$ cat config.mk
export PLATFORM = sky130hd
export DESIGN_NAME = ray_delta_bin_decoder_unit
export DESIGN_NICKNAME = d
export VERILOG_FILES = /design/src/rtl/core/rdbd_pkg.sv /design/src/rtl/core/ray_delta_bin_decoder_unit.sv /design/src/rtl/core/rdbd_front.sv /design/src/rtl/core/rdbd_queue.sv /design/src/rtl/core/rdbd_back.sv
export SDC_FILE = /design/constraint.sdc
export NUM_CORES = 2
export LEC_CHECK = 0
export BUFFER_PORTS_ARGS = -buffer_cell sky130_fd_sc_hd__buf_2
export CORE_ASPECT_RATIO = 1.25
export CORE_MARGIN = 8
export CORE_UTILIZATION = 59
export CTS_BUF_LIST = sky130_fd_sc_hd__clkbuf_2
export DETAILED_ROUTE_END_ITERATION = 10
export PLACE_DENSITY = 0.86
export SETUP_SLACK_MARGIN = 0.4
export SLEW_MARGIN = 25
export SYNTH_ARGS = -nofsm -noshare
export SYNTH_HDL_FRONTEND = slang
export SYNTH_SLANG_ARGS = --single-unit
$ cat constraint.sdc
create_clock -name clk_i -period 8.95 [get_ports clk_i]
set_clock_uncertainty 0.1 [all_clocks]
set_input_delay 1.3425 -clock clk_i [delete_from_list [all_inputs] [get_ports clk_i]]
set_output_delay 1.3425 -clock clk_i [all_outputs]
set_load 0.02 [all_outputs]
$ cat src/rtl/core/rdbd_pkg.sv
// ----------------------------------------------------------------------------
// rdbd_pkg
// Shared types and constants of the ray delta bin decoder.
// ----------------------------------------------------------------------------
package rdbd_pkg;

  localparam int DATA_W    = 32;
  localparam int SCALE_W   = 17;
  localparam int BCOUNT_W  = 11;
  localparam int BIN_W     = 10;
  localparam int CODE_W    = 16;
  localparam int FRAC_W    = 16;
  localparam int PROD_W    = 50;
  localparam int SUM_W     = 51;
  localparam int REG_IDX_W = 3;
  localparam int PADDR_W   = 5;

  localparam int QUEUE_DEPTH = 4;
  localparam int QPTR_W      = 2;
  localparam int QCNT_W      = 3;

  localparam logic [REG_IDX_W-1:0] REG_SCALE_STEP   = 3'd0;
  localparam logic [REG_IDX_W-1:0] REG_BIN_COUNT    = 3'd1;
  localparam logic [REG_IDX_W-1:0] REG_VALUE_GAIN   = 3'd2;
  localparam logic [REG_IDX_W-1:0] REG_VALUE_OFFSET = 3'd3;
  localparam logic [REG_IDX_W-1:0] REG_SPECIAL_0    = 3'd4;
  localparam logic [REG_IDX_W-1:0] REG_SPECIAL_1    = 3'd5;
  localparam logic [REG_IDX_W-1:0] REG_SPECIAL_2    = 3'd6;
  localparam logic [REG_IDX_W-1:0] REG_NO_DATA      = 3'd7;

  localparam logic [SCALE_W-1:0]  SCALE_RESET  = 17'd65536;
  localparam logic [BCOUNT_W-1:0] BCOUNT_RESET = 11'd1000;
  localparam logic [DATA_W-1:0]   GAIN_RESET   = 32'd65536;

  localparam logic signed [DATA_W-1:0] VAL_MAX = 32'sh7FFF_FFFF;
  localparam logic signed [DATA_W-1:0] VAL_MIN = 32'sh8000_0000;

  localparam logic [1:0] SPECIAL_CODE_0 = 2'd0;
  localparam logic [1:0] SPECIAL_CODE_1 = 2'd1;
  localparam logic [CODE_W-1:0] SPECIAL_LIMIT = 16'd3;
  localparam logic [CODE_W:0]   CODE_BIAS     = 17'd3;

  typedef struct packed {
    logic [7:0] data_byte;
    logic       ray_start;
    logic       ray_end;
    logic       clear_range;
  } in_item_t;

  typedef struct packed {
    logic [BIN_W-1:0]         bin_index;
    logic signed [DATA_W-1:0] bin_value;
    logic                     is_special;
    logic                     run_last;
    logic signed [DATA_W-1:0] range_min;
    logic signed [DATA_W-1:0] range_max;
  } out_item_t;

  typedef struct packed {
    logic [7:0]        data_byte;
    logic              ray_start;
    logic              ray_end;
    logic              clear_range;
    logic              esc_mark;
    logic [CODE_W-1:0] delta;
  } cmd_t;

  typedef struct packed {
    logic [SCALE_W-1:0]       scale_step;
    logic [BCOUNT_W-1:0]      bin_count;
    logic signed [DATA_W-1:0] value_gain;
    logic signed [DATA_W-1:0] value_offset;
    logic signed [DATA_W-1:0] special_value_0;
    logic signed [DATA_W-1:0] special_value_1;
    logic signed [DATA_W-1:0] special_value_2;
    logic signed [DATA_W-1:0] no_data_value;
  } cfg_t;

  typedef enum logic [2:0] {
    ST_IDLE,
    ST_GROUP,
    ST_SUM,
    ST_FIX,
    ST_RANGE,
    ST_EMIT
  } rdbd_state_e;

endpackage

$ cat src/rtl/core/ray_delta_bin_decoder_unit.sv
// ----------------------------------------------------------------------------
// ray_delta_bin_decoder_unit
// Radar ray decoder: escape and delta codes to scaled Q16.16 range bins.
// ----------------------------------------------------------------------------
// A byte passes the input register and the queue, then the decoder states
//   GROUP, SUM, FIX, RANGE and EMIT (GROUP and EMIT alone for a special code).
// The decoder pops no byte until the last bin of the one before is emitted;
//   escape lead and dropped bytes are handled in the idle state alone.
// The four-entry queue lets input bytes keep arriving while bins are emitted.
// Reset: asynchronous, active low; clears ray state, range tracking, queue,
//   and loads the register defaults.
module ray_delta_bin_decoder_unit #(
  parameter int MAX_BINS   = 1024,
  parameter int MAX_REPEAT = 16
) (
  input  logic                               clk_i,
  input  logic                               rst_ni,
  input  logic                               in_valid_i,
  output logic                               in_ready_o,
  input  rdbd_pkg::in_item_t                 in_data_i,
  output logic                               out_valid_o,
  input  logic                               out_ready_i,
  output rdbd_pkg::out_item_t                out_data_o,
  input  logic                               psel,
  input  logic                               penable,
  input  logic                               pwrite,
  input  logic [rdbd_pkg::PADDR_W-1:0]       paddr,
  input  logic [rdbd_pkg::DATA_W-1:0]        pwdata,
  output logic [rdbd_pkg::DATA_W-1:0]        prdata,
  output logic                               pready
);

  rdbd_pkg::cfg_t                 cfg_q, cfg_d;
  logic                           cfg_we;
  logic [rdbd_pkg::REG_IDX_W-1:0] reg_idx;

  logic           push_valid, push_ready;
  rdbd_pkg::cmd_t push_data;
  logic           pop_valid, pop_ready;
  rdbd_pkg::cmd_t pop_data;

  assign pready  = 1'b1;
  assign reg_idx = paddr[rdbd_pkg::PADDR_W-1:2];
  assign cfg_we  = psel && penable && pwrite && pready;

  always_comb begin
    cfg_d = cfg_q;
    if (cfg_we) begin
      unique case (reg_idx)
        rdbd_pkg::REG_SCALE_STEP:   cfg_d.scale_step      = pwdata[rdbd_pkg::SCALE_W-1:0];
        rdbd_pkg::REG_BIN_COUNT:    cfg_d.bin_count       = pwdata[rdbd_pkg::BCOUNT_W-1:0];
        rdbd_pkg::REG_VALUE_GAIN:   cfg_d.value_gain      = pwdata;
        rdbd_pkg::REG_VALUE_OFFSET: cfg_d.value_offset    = pwdata;
        rdbd_pkg::REG_SPECIAL_0:    cfg_d.special_value_0 = pwdata;
        rdbd_pkg::REG_SPECIAL_1:    cfg_d.special_value_1 = pwdata;
        rdbd_pkg::REG_SPECIAL_2:    cfg_d.special_value_2 = pwdata;
        rdbd_pkg::REG_NO_DATA:      cfg_d.no_data_value   = pwdata;
        default: ;
      endcase
    end
  end

  always_comb begin
    unique case (reg_idx)
      rdbd_pkg::REG_SCALE_STEP:   prdata = rdbd_pkg::DATA_W'(cfg_q.scale_step);
      rdbd_pkg::REG_BIN_COUNT:    prdata = rdbd_pkg::DATA_W'(cfg_q.bin_count);
      rdbd_pkg::REG_VALUE_GAIN:   prdata = cfg_q.value_gain;
      rdbd_pkg::REG_VALUE_OFFSET: prdata = cfg_q.value_offset;
      rdbd_pkg::REG_SPECIAL_0:    prdata = cfg_q.special_value_0;
      rdbd_pkg::REG_SPECIAL_1:    prdata = cfg_q.special_value_1;
      rdbd_pkg::REG_SPECIAL_2:    prdata = cfg_q.special_value_2;
      rdbd_pkg::REG_NO_DATA:      prdata = cfg_q.no_data_value;
      default:                    prdata = '0;
    endcase
  end

  always_ff @(posedge clk_i or negedge rst_ni) begin
    if (!rst_ni) begin
      cfg_q.scale_step      <= rdbd_pkg::SCALE_RESET;
      cfg_q.bin_count       <= rdbd_pkg::BCOUNT_RESET;
      cfg_q.value_gain      <= rdbd_pkg::GAIN_RESET;
      cfg_q.value_offset    <= '0;
      cfg_q.special_value_0 <= '0;
      cfg_q.special_value_1 <= '0;
      cfg_q.special_value_2 <= '0;
      cfg_q.no_data_value   <= '0;
    end else begin
      cfg_q <= cfg_d;
    end
  end

  rdbd_front u_front (
    .clk_i        (clk_i),
    .rst_ni       (rst_ni),
    .in_valid_i   (in_valid_i),
    .in_ready_o   (in_ready_o),
    .in_data_i    (in_data_i),
    .push_valid_o (push_valid),
    .push_ready_i (push_ready),
    .push_data_o  (push_data)
  );

  rdbd_queue u_queue (
    .clk_i        (clk_i),
    .rst_ni       (rst_ni),
    .push_valid_i (push_valid),
    .push_ready_o (push_ready),
    .push_data_i  (push_data),
    .pop_valid_o  (pop_valid),
    .pop_ready_i  (pop_ready),
    .pop_data_o   (pop_data)
  );

  rdbd_back #(
    .MAX_BINS   (MAX_BINS),
    .MAX_REPEAT (MAX_REPEAT)
  ) u_back (
    .clk_i       (clk_i),
    .rst_ni      (rst_ni),
    .cfg_i       (cfg_q),
    .pop_valid_i (pop_valid),
    .pop_ready_o (pop_ready),
    .pop_data_i  (pop_data),
    .out_valid_o (out_valid_o),
    .out_ready_i (out_ready_i),
    .out_data_o  (out_data_o)
  );

`ifndef NO_ASSERTIONS
  a_special_source: assert property (@(posedge clk_i) disable iff (!rst_ni)
    out_valid_o && out_data_o.is_special |->
      (out_data_o.bin_value == cfg_q.special_value_0) ||
      (out_data_o.bin_value == cfg_q.special_value_1) ||
      (out_data_o.bin_value == cfg_q.special_value_2))
    else $error("special bin value not from a special register");

  a_no_data_avoided: assert property (@(posedge clk_i) disable iff (!rst_ni)
    out_valid_o && !out_data_o.is_special |->
      out_data_o.bin_value != cfg_q.no_data_value)
    else $error("ordinary bin value equals the no-data marker");

  a_run_continues: assert property (@(posedge clk_i) disable iff (!rst_ni)
    out_valid_o && out_ready_i && !out_data_o.run_last |=> out_valid_o)
    else $error("bin run interrupted before its last bin");
`endif

endmodule

$ cat src/rtl/core/rdbd_front.sv
// ----------------------------------------------------------------------------
// rdbd_front
// Input stage: takes encoded bytes and tags escape leads and signed deltas.
// ----------------------------------------------------------------------------
module rdbd_front (
  input  logic              clk_i,
  input  logic              rst_ni,
  input  logic              in_valid_i,
  output logic              in_ready_o,
  input  rdbd_pkg::in_item_t in_data_i,
  output logic              push_valid_o,
  input  logic              push_ready_i,
  output rdbd_pkg::cmd_t    push_data_o
);

  logic           cmd_valid_q, cmd_valid_d;
  rdbd_pkg::cmd_t cmd_q, cmd_d;
  logic           take;

  assign in_ready_o   = !cmd_valid_q || push_ready_i;
  assign take         = in_valid_i && in_ready_o;
  assign push_valid_o = cmd_valid_q;
  assign push_data_o  = cmd_q;

  always_comb begin
    cmd_valid_d = cmd_valid_q;
    if (push_ready_i) begin
      cmd_valid_d = 1'b0;
    end
    if (take) begin
      cmd_valid_d = 1'b1;
    end
    cmd_d.data_byte   = in_data_i.data_byte;
    cmd_d.ray_start   = in_data_i.ray_start;
    cmd_d.ray_end     = in_data_i.ray_end;
    cmd_d.clear_range = in_data_i.clear_range;
    cmd_d.esc_mark    = in_data_i.data_byte[7];
    cmd_d.delta       = {{(rdbd_pkg::CODE_W-7){in_data_i.data_byte[6]}},
                         in_data_i.data_byte[6:0]};
  end

  always_ff @(posedge clk_i or negedge rst_ni) begin
    if (!rst_ni) begin
      cmd_valid_q <= 1'b0;
    end else begin
      cmd_valid_q <= cmd_valid_d;
    end
  end

  always_ff @(posedge clk_i) begin
    if (take) begin
      cmd_q <= cmd_d;
    end
  end

endmodule

$ cat src/rtl/core/rdbd_queue.sv
// ----------------------------------------------------------------------------
// rdbd_queue
// Small FIFO of tagged bytes between the input stage and the decoder.
// ----------------------------------------------------------------------------
module rdbd_queue (
  input  logic           clk_i,
  input  logic           rst_ni,
  input  logic           push_valid_i,
  output logic           push_ready_o,
  input  rdbd_pkg::cmd_t push_data_i,
  output logic           pop_valid_o,
  input  logic           pop_ready_i,
  output rdbd_pkg::cmd_t pop_data_o
);

  rdbd_pkg::cmd_t                    mem_q [rdbd_pkg::QUEUE_DEPTH];
  logic [rdbd_pkg::QPTR_W-1:0]       wr_ptr_q, wr_ptr_d;
  logic [rdbd_pkg::QPTR_W-1:0]       rd_ptr_q, rd_ptr_d;
  logic [rdbd_pkg::QCNT_W-1:0]       cnt_q, cnt_d;
  logic                              push, pop;

  assign push_ready_o = (cnt_q != rdbd_pkg::QCNT_W'(rdbd_pkg::QUEUE_DEPTH));
  assign pop_valid_o  = (cnt_q != '0);
  assign pop_data_o   = mem_q[rd_ptr_q];
  assign push         = push_valid_i && push_ready_o;
  assign pop          = pop_valid_o && pop_ready_i;

  always_comb begin
    wr_ptr_d = wr_ptr_q;
    rd_ptr_d = rd_ptr_q;
    cnt_d    = cnt_q;
    if (push) begin
      wr_ptr_d = wr_ptr_q + 1'b1;
    end
    if (pop) begin
      rd_ptr_d = rd_ptr_q + 1'b1;
    end
    if (push && !pop) begin
      cnt_d = cnt_q + 1'b1;
    end else if (pop && !push) begin
      cnt_d = cnt_q - 1'b1;
    end
  end

  always_ff @(posedge clk_i or negedge rst_ni) begin
    if (!rst_ni) begin
      wr_ptr_q <= '0;
      rd_ptr_q <= '0;
      cnt_q    <= '0;
    end else begin
      wr_ptr_q <= wr_ptr_d;
      rd_ptr_q <= rd_ptr_d;
      cnt_q    <= cnt_d;
    end
  end

  always_ff @(posedge clk_i) begin
    if (push) begin
      mem_q[wr_ptr_q] <= push_data_i;
    end
  end

endmodule

$ cat src/rtl/core/rdbd_back.sv
// ----------------------------------------------------------------------------
// rdbd_back
// Decoder: running code, value scaling, range tracking and bin emission.
// ----------------------------------------------------------------------------
module rdbd_back #(
  parameter int MAX_BINS   = 1024,
  parameter int MAX_REPEAT = 16
) (
  input  logic               clk_i,
  input  logic               rst_ni,
  input  rdbd_pkg::cfg_t     cfg_i,
  input  logic               pop_valid_i,
  output logic               pop_ready_o,
  input  rdbd_pkg::cmd_t     pop_data_i,
  output logic               out_valid_o,
  input  logic               out_ready_i,
  output rdbd_pkg::out_item_t out_data_o
);

  localparam int NbW  = $clog2(MAX_BINS + 1);
  localparam int AccW = NbW + rdbd_pkg::SCALE_W;
  localparam int GrpW = AccW - rdbd_pkg::FRAC_W;
  localparam int CntW = $clog2(MAX_REPEAT + 1);
  localparam int LimW = (NbW > rdbd_pkg::BCOUNT_W) ? NbW : rdbd_pkg::BCOUNT_W;

  rdbd_pkg::rdbd_state_e state_q, state_d;

  logic [rdbd_pkg::CODE_W-1:0]       code_q, code_d;
  logic                              esc_q, esc_d;
  logic [6:0]                        esc_hi_q, esc_hi_d;
  logic [NbW-1:0]                    next_bin_q, next_bin_d;
  logic                              fin_q, fin_d;
  logic signed [rdbd_pkg::DATA_W-1:0] min_q, min_d;
  logic signed [rdbd_pkg::DATA_W-1:0] max_q, max_d;
  logic [CntW-1:0]                   cnt_q, cnt_d;
  logic                              out_valid_q, out_valid_d;

  logic                              last_q, last_d;
  logic                              special_q, special_d;
  logic signed [rdbd_pkg::PROD_W-1:0] prod_q, prod_d;
  logic signed [rdbd_pkg::DATA_W-1:0] val_q, val_d;
  logic [AccW-1:0]                   acc_q, acc_d;
  logic [GrpW-1:0]                   group_q, group_d;
  rdbd_pkg::out_item_t               out_q, out_d;

  logic [LimW-1:0]                   bc_ext, max_ext, limit_full;
  logic [NbW-1:0]                    limit;
  logic [rdbd_pkg::CODE_W-1:0]       cur_code;
  logic                              cur_esc;
  logic [6:0]                        cur_hi;
  logic [NbW-1:0]                    cur_nb;
  logic                              cur_fin;
  logic                              drop;
  logic [rdbd_pkg::CODE_W:0]         code_bias;
  logic signed [rdbd_pkg::CODE_W+1:0] mul_a;
  logic [AccW-1:0]                   grp_prod;
  logic signed [rdbd_pkg::SUM_W-1:0] sum_w;
  logic                              sum_ovf;
  logic [NbW-1:0]                    nb_inc;
  logic [AccW-1:0]                   acc_inc;
  logic [CntW-1:0]                   cnt_inc;
  logic                              stop;
  logic                              slot_free;
  logic [NbW+rdbd_pkg::BIN_W-1:0]    nb_wide;

  assign bc_ext      = LimW'(cfg_i.bin_count);
  assign max_ext     = LimW'(MAX_BINS);
  assign limit_full  = (bc_ext > max_ext) ? max_ext : bc_ext;
  assign limit       = limit_full[NbW-1:0];
  assign pop_ready_o = (state_q == rdbd_pkg::ST_IDLE);
  assign out_valid_o = out_valid_q;
  assign out_data_o  = out_q;
  assign slot_free   = !out_valid_q || out_ready_i;

  assign code_bias = {1'b0, code_q} + rdbd_pkg::CODE_BIAS;
  assign mul_a     = {1'b0, code_bias};
  assign grp_prod  = AccW'(next_bin_q) * AccW'(cfg_i.scale_step);

  assign sum_w   = {prod_q[rdbd_pkg::PROD_W-1], prod_q}
                 + {{(rdbd_pkg::SUM_W-rdbd_pkg::DATA_W){cfg_i.value_offset[rdbd_pkg::DATA_W-1]}},
                    cfg_i.value_offset};
  assign sum_ovf = !((&sum_w[rdbd_pkg::SUM_W-1:rdbd_pkg::DATA_W-1])
                  || !(|sum_w[rdbd_pkg::SUM_W-1:rdbd_pkg::DATA_W-1]));

  assign nb_inc  = next_bin_q + 1'b1;
  assign acc_inc = acc_q + AccW'(cfg_i.scale_step);
  assign cnt_inc = cnt_q + 1'b1;
  assign nb_wide = {{rdbd_pkg::BIN_W{1'b0}}, next_bin_q};
  assign stop    = last_q || (cnt_inc >= CntW'(MAX_REPEAT)) || (nb_inc >= limit)
                || (acc_inc[AccW-1:rdbd_pkg::FRAC_W] != group_q);

  always_comb begin
    cur_code = pop_data_i.ray_start ? '0 : code_q;
    cur_esc  = pop_data_i.ray_start ? 1'b0 : esc_q;
    cur_hi   = pop_data_i.ray_start ? '0 : esc_hi_q;
    cur_nb   = pop_data_i.ray_start ? '0 : next_bin_q;
    cur_fin  = pop_data_i.ray_start ? 1'b0 : fin_q;
    drop     = cur_fin || (cur_nb >= limit);

    state_d     = state_q;
    code_d      = code_q;
    esc_d       = esc_q;
    esc_hi_d    = esc_hi_q;
    next_bin_d  = next_bin_q;
    fin_d       = fin_q;
    min_d       = min_q;
    max_d       = max_q;
    cnt_d       = cnt_q;
    out_valid_d = out_valid_q;
    last_d      = last_q;
    special_d   = special_q;
    prod_d      = prod_q;
    val_d       = val_q;
    acc_d       = acc_q;
    group_d     = group_q;
    out_d       = out_q;

    if (out_ready_i) begin
      out_valid_d = 1'b0;
    end

    unique case (state_q)
      rdbd_pkg::ST_IDLE: begin
        if (pop_valid_i) begin
          code_d     = cur_code;
          esc_d      = cur_esc;
          esc_hi_d   = cur_hi;
          next_bin_d = cur_nb;
          fin_d      = cur_fin;
          last_d     = pop_data_i.ray_end;
          if (pop_data_i.clear_range) begin
            min_d = rdbd_pkg::VAL_MAX;
            max_d = rdbd_pkg::VAL_MIN;
          end
          if (!drop) begin
            if (cur_esc) begin
              code_d  = {1'b0, cur_hi, pop_data_i.data_byte};
              esc_d   = 1'b0;
              state_d = rdbd_pkg::ST_GROUP;
            end else if (pop_data_i.esc_mark) begin
              if (pop_data_i.ray_end) begin
                fin_d = 1'b1;
              end else begin
                esc_d    = 1'b1;
                esc_hi_d = pop_data_i.data_byte[6:0];
              end
            end else begin
              code_d  = cur_code + pop_data_i.delta;
              state_d = rdbd_pkg::ST_GROUP;
            end
          end
        end
      end
      rdbd_pkg::ST_GROUP: begin
        special_d = (code_q < rdbd_pkg::SPECIAL_LIMIT);
        prod_d    = mul_a * cfg_i.value_gain;
        acc_d     = grp_prod;
        group_d   = grp_prod[AccW-1:rdbd_pkg::FRAC_W];
        cnt_d     = '0;
        unique case (code_q[1:0])
          rdbd_pkg::SPECIAL_CODE_0: val_d = cfg_i.special_value_0;
          rdbd_pkg::SPECIAL_CODE_1: val_d = cfg_i.special_value_1;
          default:                  val_d = cfg_i.special_value_2;
        endcase
        state_d = special_d ? rdbd_pkg::ST_EMIT : rdbd_pkg::ST_SUM;
      end
      rdbd_pkg::ST_SUM: begin
        if (sum_ovf) begin
          val_d = sum_w[rdbd_pkg::SUM_W-1] ? rdbd_pkg::VAL_MIN : rdbd_pkg::VAL_MAX;
        end else begin
          val_d = sum_w[rdbd_pkg::DATA_W-1:0];
        end
        state_d = rdbd_pkg::ST_FIX;
      end
      rdbd_pkg::ST_FIX: begin
        if (val_q == cfg_i.no_data_value) begin
          val_d = (val_q == rdbd_pkg::VAL_MAX) ? val_q - 1'b1 : val_q + 1'b1;
        end
        state_d = rdbd_pkg::ST_RANGE;
      end
      rdbd_pkg::ST_RANGE: begin
        if ((val_q != '0) && (val_q < min_q)) begin
          min_d = val_q;
        end
        if (val_q > max_q) begin
          max_d = val_q;
        end
        state_d = rdbd_pkg::ST_EMIT;
      end
      rdbd_pkg::ST_EMIT: begin
        if (slot_free) begin
          out_valid_d      = 1'b1;
          out_d.bin_index  = nb_wide[rdbd_pkg::BIN_W-1:0];
          out_d.bin_value  = val_q;
          out_d.is_special = special_q;
          out_d.run_last   = stop;
          out_d.range_min  = min_q;
          out_d.range_max  = max_q;
          next_bin_d       = nb_inc;
          acc_d            = acc_inc;
          cnt_d            = cnt_inc;
          if (stop) begin
            fin_d   = last_q;
            state_d = rdbd_pkg::ST_IDLE;
          end
        end
      end
      default: begin
        state_d = rdbd_pkg::ST_IDLE;
      end
    endcase
  end

  always_ff @(posedge clk_i or negedge rst_ni) begin
    if (!rst_ni) begin
      state_q     <= rdbd_pkg::ST_IDLE;
      code_q      <= '0;
      esc_q       <= 1'b0;
      esc_hi_q    <= '0;
      next_bin_q  <= '0;
      fin_q       <= 1'b0;
      min_q       <= rdbd_pkg::VAL_MAX;
      max_q       <= rdbd_pkg::VAL_MIN;
      cnt_q       <= '0;
      out_valid_q <= 1'b0;
    end else begin
      state_q     <= state_d;
      code_q      <= code_d;
      esc_q       <= esc_d;
      esc_hi_q    <= esc_hi_d;
      next_bin_q  <= next_bin_d;
      fin_q       <= fin_d;
      min_q       <= min_d;
      max_q       <= max_d;
      cnt_q       <= cnt_d;
      out_valid_q <= out_valid_d;
    end
  end

  always_ff @(posedge clk_i) begin
    last_q    <= last_d;
    special_q <= special_d;
    prod_q    <= prod_d;
    val_q     <= val_d;
    acc_q     <= acc_d;
    group_q   <= group_d;
    out_q     <= out_d;
  end

endmodule
==> out/summary.txt <==
Arr. time, crit path: 9.52 ns
Std-Cell Rows: 131
Actual transition at the worst max-transition pin: 1.15 ns
DRC violations left: 0
Num ports: 198
Die area: 113000 um2
Share of the clock period used by the worst path after layout: 93.7%
Setup repair after global routing missed its margin: false
Die Y-Extent: 374 um
Result of the run: complete, no violations
Vias in the first global route: 50700
Global-route wire length before repair: 280000 um
Hold Vio Cnt, Final: 0
Layout overhead on the synthesized area: 7.48%
TNS Setup: 0 ns
Final count of pins violating max slew: 0
Net count of the finished layout: 7374
Cell family with the largest share of critical-path delay: adder cells
Number of input and output port buffers inserted: 194
Number of synthesized register bits: 624
Maximum net fanout on the critical path: 11
Half-perimeter wire length of the detailed placement result: 136000 um
Number of vias per cell after detailed routing: 6.26
Design area: 65000 um2
DRT iter0 DRCs: 5096
Primary flip-flop cell chosen by synthesis mapping: dfrtp_1
Max transition margin: 23.1%
Clock sink count: 624
Area of the core: 102000 um2
Peak per-stage delay on the critical path: 0.57 ns
Inserted Clock Buffers: 149
Number of distinct standard cells referenced by the synthesized netlist: 115
Count of maximum capacitance violations: 0
Final Critical Period: 8.38 ns
Starting density of the core: 59.4%
CTS Buffer Depth: 3
Number of synthesized flops with an enable pin: 287
Yosys warns: 0
Tightest Hold Check Type: in2reg
Syn Area/Cell: 9.95 um2
Crit-path slowest cell: fa_1
Setup Viol. Count Final: 0
CP startpoint kind: flip-flop
Overflow after GRT: 0
Clock slew at reported path FFs: 0.12 ns
Post-Place Cell Area: 62900 um2
Chip Width: 302 um
TritonCTS clock tree: built
Share of flip-flops with an asynchronous set or reset after synthesis: 54.0%
Share of synthesized area occupied by flip-flops and latches: 28.3%
Buffers and inverters on the worst path: 7
Final routed wirelength across all metal layers: 182000 um
Worst endpoint required time: 10.09 ns
Start-to-end type of the worst setup path: reg2reg
Largest net degree at the start of global routing: 174
CP endpoint kind: flip-flop
Net count after synthesis: 7183
Number of antenna violations at the first check in global routing: 18
Post-route ant nets: 0
Share of post-route cells with drive strength above 1: 15.7%
Iteration count of the initial detailed-routing pass: 7
GRT Overall Usage: 32.0%
Post-synthesis instance area: 60500 um2
Clock latency on the worst-skew pair: 1.54 ns
Via count: 48400
Clock Root Buffer: clkbuf_2
Average wire length per cell after detail routing: 23.5 um
Fmax: 119 MHz
Gate count of the mapped netlist: 6077
Placer Congestion: 1.01
CTS HTree Levels: 4
Cell occurring most often along the worst timing path: fa_1
## per-stage QoR
step / worst slack, ns / std cells / hold WS, ns / utilization (%)
after global placement: 0.380 / 7419 / 0.306 / 61.8
after floorplan: 0.450 / 6077 / 0.300 / -
after CTS: 0.405 / 7712 / 0.0171 / 63.5
after detailed placement: 0.241 / 7419 / 0.308 / 61.8
final: 0.568 / 7738 / 0.0713 / 63.8
after global routing: 0.255 / 7725 / 0.0838 / 63.8
## routing by layer
layer	track usage (%)	wire length (um)	vias up
li1	-	-	20600
met3	8.32	21100	978
met5	0	90	-
met2	51.2	83500	3094
met1	36.3	60300	23800
met4	25.1	17000	12
## state kept, by name (all words and copies together), names as in the netlist, 2 cells and up
name                 count
cfg_q                  220
u_back.acc_q            28
u_back.cnt_q             5
u_back.code_q           16
u_back.esc_hi_q          7
u_back.group_q          12
u_back.max_q            32
u_back.min_q            32
u_back.next_bin_q       11
u_back.out_data_o      108
u_back.prod_q           50
u_back.state_q           3
u_back.val_q            32
u_front.push_data_o     11
u_queue.cnt_q            3
u_queue.mem_q           44
u_queue.rd_ptr_q         2
u_queue.wr_ptr_q         2
## area by class of cell
| cell class | instances | area [um2] |
|---|---|---|
| multi-input cells | 4241 | 39000 |
| flip-flops and latches | 624 | 17100 |
| inverters | 925 | 3470 |
| diodes | 16 | 40.0 |
| clock inverters | 67 | 507 |
| clock buffers | 208 | 1040 |
| repair buffers | 327 | 2160 |
| fillers | 7702 | 36800 |
| well taps | 1330 | 1660 |
## synth_stat cells, drive strengths merged, types with 24 or more instances
| cell type | count | area share (%) |
|---|---|---|
| inv | 924 | 5.7 |
| nand2 | 717 | 4.5 |
| fa | 660 | 22 |
| ha | 391 | 8.1 |
| dfrtp | 297 | 12 |
| edfxtp | 287 | 14 |
| a21oi | 284 | 2.4 |
| clkbuf | 247 | 1.6 |
| mux2 | 230 | 4.3 |
| o21ai | 213 | 1.8 |
| nor2 | 211 | 1.3 |
| and2 | 207 | 2.1 |
| nor2b | 139 | 1.4 |
| xnor2 | 139 | 2.0 |
| a21o | 100 | 1.2 |
| xor2 | 95 | 1.4 |
| nand2b | 81 | 0.84 |
| mux2i | 78 | 1.3 |
| nor3 | 64 | 0.56 |
| nand3 | 56 | 0.46 |
| nand4 | 52 | 0.57 |
| or3 | 49 | 0.51 |
| o21a | 41 | 0.51 |
| dfstp | 40 | 1.7 |
| buf | 35 | 0.35 |
| o221a | 34 | 0.63 |
| o211ai | 32 | 0.53 |
| a211oi | 26 | 0.32 |
| a22oi | 26 | 0.32 |
| a22o | 24 | 0.35 |
## cell families after synthesis
group / count (synthesis) / synth area share [%]
flops: 624 / 28.3
compound gates: 959 / 10.7
simple gates: 1663 / 13.4
other cells: 1 / 0.00620
xor+xnor: 236 / 3.47
mux: 330 / 6.39
fa+ha+maj: 1052 / 30.0
buf+inv: 1212 / 7.78
## worst reg2reg max path: cells and delay by family (launching register included)
kind | cells | cell delay, ns
DFF | 1 | 0.40
adders and majority gates | 7 | 3.34
and+or+nand+nor | 8 | 1.30
xor gates and xnor gates | 2 | 0.36
AOI/OAI and AO/OA | 9 | 1.64
buffers and inverters | 7 | 1.01
## final timing paths
kind / to / slack (ns) / depth (start not counted) / start
setup reg to reg: u_back.prod_q[46] / 0.57 / 33 / u_back.code_q[4]
hold reg to reg: u_back.out_data_o[65] / 0.32 / 0 / u_back.special_q
min in group asynchronous: cfg_q[165] / 0.39 / 2 / rst_ni
setup / recovery: u_back.prod_q[46] / 0.57 / 33 / u_back.code_q[4]
max in group asynchronous: cfg_q[29] / 6.77 / 4 / rst_ni
hold / removal: cfg_q[31] / 0.07 / 2 / pwdata[31]
## cells in the final DEF (no fill, tap or decap), types with 19 or more instances in the layout
cell type and instances:
a211oi_1 25, a21o_1 100, a21oi_1 279, a22o_1 24
a22oi_1 26, and2_1 205, and3_1 19, buf_2 192
buf_4 108, clkbuf_2 208, clkinv_1 36, dfrtp_1 295
dfstp_2 40, edfxtp_1 287, fa_1 660, ha_1 390
inv_1 922, mux2_2 230, mux2i_1 78, mux4_2 22
nand2_1 712, nand2b_1 81, nand3_1 56, nand4_1 49
nor2_1 206, nor2b_1 138, nor3_1 52, nor4_1 20
o21a_1 41, o21ai_0 199, o21bai_1 21, o221a_2 34
or3_1 47, xnor2_1 131, xor2_1 89
## repair_timing
item / CTS / global route
endpoints found under the setup margin: 4 / 11
setup buffers: 2 / 6
pin swaps: 2 / 7
hold endpoints to repair: 102 / 0
hold buffers: 16 / 0
resized for setup: 1 / 28
gates cloned: 0 / 1
Power is left out: the tool's default activity adds up to more than one toggle a clock period on the data nets, which glitch-free logic cannot reach.
